## src/rtl/agm_pkg.sv

```systemverilog
`default_nettype none
package agm_pkg;

  localparam logic [1:0] OP_ADD   = 2'd0;
  localparam logic [1:0] OP_QUERY = 2'd1;
  localparam logic [1:0] OP_LIST  = 2'd2;

  localparam logic [1:0] KIND_ANSWER = 2'd0;
  localparam logic [1:0] KIND_ENTRY  = 2'd1;
  localparam logic [1:0] KIND_NONE   = 2'd2;

  localparam logic [6:0] VCOUNT_RESET = 7'd64;

  typedef struct packed {
    logic [1:0] op;
    logic [5:0] vertex_a;
    logic [5:0] vertex_b;
  } in_word_t;

  typedef struct packed {
    logic [1:0] kind;
    logic       adjacent;
    logic [5:0] neighbour;
    logic       last;
  } out_word_t;

  typedef enum logic [2:0] {
    S_IDLE,
    S_ADD_A,
    S_ADD_B,
    S_QUERY,
    S_LIST_LOAD,
    S_SCAN
  } state_t;

  // controller -> datapath
  typedef struct packed {
    logic accept;     // latch input word, read row a
    logic wr_a;       // write row a | bit b, read row b
    logic wr_b;       // write row b | bit a
    logic ans_emit;   // load adjacency answer into output register
    logic list_load;  // load scan register from row a
    logic scan_step;  // shift scan register, bump index
    logic list_emit;  // load neighbour entry into output register
    logic none_emit;  // load "no neighbours" into output register
  } cmd_t;

  // datapath -> controller
  typedef struct packed {
    logic [1:0] in_op;
    logic       pair_ok;
    logic       out_free;
    logic       scan_bit;
    logic       scan_empty;
    logic       scan_last;
  } status_t;

endpackage
`default_nettype wire

```

## src/rtl/agm_ctrl.sv

```systemverilog
`default_nettype none
module agm_ctrl
  import agm_pkg::*;
(
  input  wire logic    clk,
  input  wire logic    rst_n,
  input  wire logic    in_valid,
  output logic         in_stall,
  input  wire status_t stat,
  output cmd_t         cmd
);

  state_t state_r, state_nxt;

  always_ff @(posedge clk) begin
    if (!rst_n) begin
      state_r <= S_IDLE;
    end else begin
      state_r <= state_nxt;
    end
  end

  always_comb begin
    state_nxt = state_r;
    case (state_r)
      S_IDLE: begin
        if (in_valid) begin
          case (stat.in_op)
            OP_ADD:   state_nxt = S_ADD_A;
            OP_QUERY: state_nxt = S_QUERY;
            OP_LIST:  state_nxt = S_LIST_LOAD;
            default:  state_nxt = S_IDLE;
          endcase
        end
      end
      S_ADD_A:     state_nxt = stat.pair_ok ? S_ADD_B : S_IDLE;
      S_ADD_B:     state_nxt = S_IDLE;
      S_QUERY:     state_nxt = stat.out_free ? S_IDLE : S_QUERY;
      S_LIST_LOAD: state_nxt = S_SCAN;
      S_SCAN: begin
        if (stat.out_free && (stat.scan_empty || (stat.scan_bit && stat.scan_last))) begin
          state_nxt = S_IDLE;
        end
      end
      default:     state_nxt = S_IDLE;
    endcase
  end

  always_comb begin
    cmd      = '0;
    in_stall = 1'b1;
    case (state_r)
      S_IDLE: begin
        in_stall   = 1'b0;
        cmd.accept = in_valid;
      end
      S_ADD_A:     cmd.wr_a = stat.pair_ok;
      S_ADD_B:     cmd.wr_b = 1'b1;
      S_QUERY:     cmd.ans_emit = stat.out_free;
      S_LIST_LOAD: cmd.list_load = 1'b1;
      S_SCAN: begin
        if (stat.scan_empty) begin
          cmd.none_emit = stat.out_free;
        end else if (stat.scan_bit) begin
          cmd.list_emit = stat.out_free;
          cmd.scan_step = stat.out_free;
        end else begin
          cmd.scan_step = 1'b1;
        end
      end
      default: begin
        in_stall = 1'b1;
      end
    endcase
  end

endmodule
`default_nettype wire

```

## config.mk

```make
export PLATFORM = sky130hd
export DESIGN_NAME = agm_ctrl
export DESIGN_NICKNAME = d
export VERILOG_FILES = /design/src/rtl/agm_pkg.sv /design/src/rtl/agm_ctrl.sv
export SDC_FILE = /design/constraint.sdc
export NUM_CORES = 1
export LEC_CHECK = 0
export BUFFER_PORTS_ARGS = -buffer_cell sky130_fd_sc_hd__buf_2
export CAP_MARGIN = 40
export CORE_AREA = 2 2 39 41
export CTS_BUF_LIST = sky130_fd_sc_hd__clkbuf_8
export DETAILED_ROUTE_END_ITERATION = 10
export DIE_AREA = 0 0 41 43
export SLEW_MARGIN = 20
export SYNTH_ARGS = -nofsm -noshare
export SYNTH_HDL_FRONTEND = slang
export SYNTH_SLANG_ARGS = --single-unit
export TNS_END_PERCENT = 1
```

## constraint.sdc

```tcl
create_clock -name clk -period 0.9 [get_ports clk]
set_input_delay 0.135 -clock clk [delete_from_list [all_inputs] [get_ports clk]]
set_output_delay 0.135 -clock clk [all_outputs]
set_load 0.05 [all_outputs]
```

After elaboration in Yosys (flattened, before gate mapping)
Index checks and enable logic that the tools add are counted.
{"block": "totals", "input_bits": 10, "word_cells": 33, "out_inout_bits": 9, "regBits": 3}
{"block": "classes", "n_reduce_logical": 6, "mux": 17, "n_eq_ne": 9}
{"cell": "$pmux 3 s5", "n": 1}
{"cell": "$mux 1", "n": 9}
{"cell": "$mux 3", "n": 3}
{"cell": "$pmux 3 s3", "n": 1}
{"cell": "$eq 3x2->1 const B", "n": 2}
{"cell": "$eq 3x3->1 const B", "n": 2}
{"cell": "$mux 2", "n": 3}
{"cell": "$ne 2x2->1 const B", "n": 2}
{"cell": "$eq 3x1->1 const B", "n": 1}
{"cell": "$logic_not 3->1", "n": 1}
{"cell": "$eq 2x1->1 const B", "n": 1}
{"cell": "$eq 2x2->1 const B", "n": 1}
{"cell": "$logic_and 1x1->1", "n": 2}
{"cell": "$logic_not 2->1", "n": 1}
{"cell": "$reduce_and 2->1", "n": 1}
{"cell": "$logic_or 1x1->1", "n": 1}

Depth between registers and ports, before layout
{"block": "logic_depth", "word_depth": 5, "ltp_mapped": 4}

Worst setup path after synthesis
OpenSTA, ideal clock, no wires.
{"block": "synth_path", "path_type": "register -> output", "startpoint": "register state_r[2]", "endpoint": "output cmd[1] in the netlist's numbering", "n_path_buf": 1, "arrival_time_ps": 2083, "stages_incl_launch_ff": 4, "setup_slack_ps": -1318, "path_cell_list": "dfxtp_1 -> buf_2 -> nand2_1 -> nor4_1"}
{"item": "from (decl)", "line": "agm_ctrl.sv:13", "text": "state_t state_r, state_nxt;"}
{"item": "from (signal assigned)", "line": "agm_ctrl.sv:19", "text": "state_r <= state_nxt;"}
{"item": "to (decl)", "line": "agm_ctrl.sv:10", "text": "output cmd_t cmd"}

==> summary.md <==
| Metric | Value |
|---|---|
| Flip-flop count of the largest register, all copies and words added | `3` |
| Cell Count Post-Placement | `slightly below 80` |
| Global route overflow | `0` |
| Xor-xnor portion of the synthesized cell area | `0%` |
| Wire length of the first global-routing pass | `1710 µm` |
| Reg2Reg Setup Slack | `-330 ps` |
| Simple logic cell fraction of the synthesized area | `43.8%` |
| Relative slew margins | `82.9%` |
| Setup repair after global routing missed its margin | `yes` |
| PnR worst setup slack | `-464 ps` |
| Average vias per placed instance | `around 4.7` |
| Antenna viol nets, final | `0` |
| Proportion of layout cells with a drive suffix above 1 | `69.1%` |
| Height of the chip | `between 40 and 50 µm` |
| Post-synth EDFFs | `0` |
| Total via count in the routed design | `roughly 400` |
| Number of global-route vias before repair | `around 400` |
| CTS root buf | `sky130_fd_sc_hd__clkbuf_8` |
| Placed wire-length estimate after detailed placement | `789 µm` |
| Largest fanout of any net on the critical path | `6` |
| Cts bufs inserted | `3` |
| Biggest register | `state_r` |
| Required arrival time at the worst endpoint | `around 760 ps` |
| Endpoints failing hold | `0` |
| Mapped Cells | `40` |
| Cell area after placement | `528 µm²` |
| Run status | `finished, violations left` |
| Total detailed-routing wirelength | `1040 µm` |
| Cell leakage power | `0.296 nW` |
| First-iteration detailed-routing DRC count | `1` |
| Antenna violations before repair | `0` |
| Shortest clock period the worst path allows after layout | `~1400 ps` |
| First-pass iteration count of the detailed router | `3` |
| Worst IR Drop VDD | `between 1000 and 1500 µV` |
| Adder and majority cell fraction of the synthesized area | `0%` |
| Fraction of the cycle the final worst path needs | `152%` |
| Post-synthesis register bit count | `3` |
| Endpoint arrival time on the critical path | `between 1000 and 1500 ps` |
| Max H-tree Level | `1` |
| Post-synthesis sequential area ratio | `a little under a fifth` |
| Area delta synth->final | `117%` |
| Worst min-delay path class | `in2reg` |
| Initial Utilization | `a little under a quarter` |
| Total die area | `about 0.0018 mm²` |
| Critical path destination | `cmd[7]` |
| Source-to-sink clock delay at the later pin of the worst-skew pair | `~220 ps` |
| Die X | `a little over 40 µm` |
| Number of inserted diodes | `0` |
| Worst Tran Pin Value | `between 200 and 300 ps` |
| Total track usage | `roughly 15%` |
| Largest net degree at the start of global routing | `8` |
| Hold WS | `209 ps` |
| Filler Cell Count | `between 100 and 150` |
| Final-stage net count | `between 70 and 80` |
| Total of endpoints with negative setup slack in the final report | `12` |
| Net count of the mapped netlist | `50` |
| Number of hold-repair buffers added at the cts stage | `0` |
| Count of pins over their slew limit | `0` |
| Registers with the most flip-flops | `state_r: 3 flops` |
| Critical Setup Path Class | `reg2out` |
| Number of library cell types mapped by synthesis | `23` |
| FF-to-FF path depth | `5` |
| Capture instance of the worst register-to-register path | `state_r[0]` |
| Placer Congestion | `0.697` |
| Violations in the final reports | `negative setup slack` |
| DRC | `0` |
| Worst setup skew after layout | `4.17 ps` |
| Clock tree from TritonCTS | `done` |
| Proportion of synthesized area in mux cells | `0%` |
| Ys flop type | `sky130_fd_sc_hd__dfxtp_1` |
| Fraction of registers with async set or reset after synthesis | `0%` |
| Maximum root-to-sink buffer count | `2` |
| Dominant combinational cell family by area after synthesis | `simple AND/OR/NAND/NOR gates` |
| DR WL/cell | `~12 µm` |
| CTS clock-pin slew for the worst setup and hold paths | `approximately 30 ps` |
| Placeable Area | `between 0.001 and 0.0015 mm²` |
| Startpoint of the worst setup timing path | `state_r[1]` |
| Compound-cell area share of the yosys netlist | `~25%` |
| Avg Cell Area, Syn | `8.01 µm²` |
| FP Rows | `14` |
| Clock sinks | `3` |
| Count of port buffers added during placement | `18` |
| Nature of the critical path startpoint | `register` |
| Total standard cell area after synthesis | `about 320 µm²` |
| Finished Layout Cells | `between 80 and 90` |
| Maximum capacitance violations | `0` |
| Count of yosys warnings during synthesis | `0` |
| Cell area after layout | `between 600 and 700 µm²` |
| Kind of end point of the critical path | `output pin` |
| Number of I/O pins | `19` |
| PwrDens | `between 1000 and 1500 mW/mm²` |
| Maximum operating frequency | `about 0.73 GHz` |
| Reg-to-reg critical path startpoint | `state_r[1]` |
[critical path: stages, from the launching register on]
cell,delay (ps)
sky130_fd_sc_hd__dfxtp_4,360
sky130_fd_sc_hd__buf_6,120
sky130_fd_sc_hd__nor3_4,210
sky130_fd_sc_hd__and2_4,180
sky130_fd_sc_hd__buf_8,140
[synthesized netlist by cell type, drive strengths merged (2+ instances only)]
master | number | area share, %
nand2 | 4 | 4.7
a21oi | 3 | 4.7
buf | 3 | 8.6
dfxtp | 3 | 19
inv | 3 | 3.5
nor2b | 3 | 5.9
and2 | 2 | 3.9
nand3b | 2 | 4.7
nor2 | 2 | 2.3
nor3 | 2 | 4.7
nor3b | 2 | 4.7
o21ai | 2 | 3.1
[cells by family after synthesis]
family                 after synthesis
and+or+nand+nor                     21
AOI/OAI and AO/OA                   10
buffers and inverters                6
DFF                                  3
[where the power goes]
group / switching, mW / internal (mW)
Sequential: 0.0193 / 0.140
Clock: 0.0867 / 0.290
Combinational: 0.176 / 0.148
Total: 0.282 / 0.578
[routing by layer]
layer	wire, µm	GRT usage [%]	vias to the layer above
li1	-	-	199
met3	99	8.38	0
met4	0	4.00	0
met1	402	17.3	181
met5	0	0	-
met2	538	22.5	18
[cell usage in the layout (no fill, tap or decap), types with 2 or more instances in the layout]
| cell type | synthesis | final |
|---|---|---|
| sky130_fd_sc_hd__nand2_1 | 4 | 3 |
| sky130_fd_sc_hd__inv_1 | 3 | 4 |
| sky130_fd_sc_hd__dfxtp_4 | 0 | 3 |
| sky130_fd_sc_hd__nor2_1 | 2 | 2 |
| sky130_fd_sc_hd__a21oi_1 | 3 | 2 |
| sky130_fd_sc_hd__clkbuf_8 | 0 | 3 |
| sky130_fd_sc_hd__buf_4 | 0 | 5 |
| sky130_fd_sc_hd__o21ai_0 | 2 | 2 |
| sky130_fd_sc_hd__nand3b_1 | 2 | 2 |
| sky130_fd_sc_hd__buf_6 | 2 | 11 |
| sky130_fd_sc_hd__nor2b_1 | 3 | 2 |
| sky130_fd_sc_hd__nor3b_2 | 0 | 2 |
| sky130_fd_sc_hd__buf_2 | 1 | 9 |
| sky130_fd_sc_hd__nor3_4 | 0 | 2 |
[cell type report]
cell class                 instances  area, µm²  share of cell area [%]
multi-input combinational         31        307                    44.1
timing repair buffer              27        241                    34.7
clock buffer                       3       41.3                    5.94
inverter                           3       11.3                    1.62
tap                               16       20.0                    2.88
clock inverter                     1       3.75                   0.540
sequential                         3       71.3                    10.3
[through the flow]
step                TNS, ps  util [%]  total power [mW]  worst slack [ps]
floorplan             -3450         -             0.344              -484
global placement      -3500      38.2             0.417              -363
detailed placement    -3580      38.2             0.421              -393
CTS                   -4050      50.0             0.868              -443
global route          -4620      50.3             0.909              -515
finish                -3990      50.3             0.860              -464
[how the worst min path moves through the flow]
stage | slack [ps] | to | cells past startpoint | startpoint
after floorplan | 280 | state_r[1] | 2 | rst_n
after global placement | 430 | state_r[2] | 3 | rst_n
after detailed placement | 440 | state_r[1] | 3 | stat[5]
after CTS | 210 | state_r[1] | 3 | stat[5]
after global routing | 210 | state_r[1] | 3 | stat[5]
final | 210 | state_r[1] | 3 | stat[5]
[what timing repair did]
item / CTS / global route
resized for setup: 32 / 1
setup buffers: 2 / 0
endpoints found under the hold margin: 0 / 0
setup endpoints to repair: 12 / 12
pin swaps: 5 / 2
(Power assumes the default switching activity.)
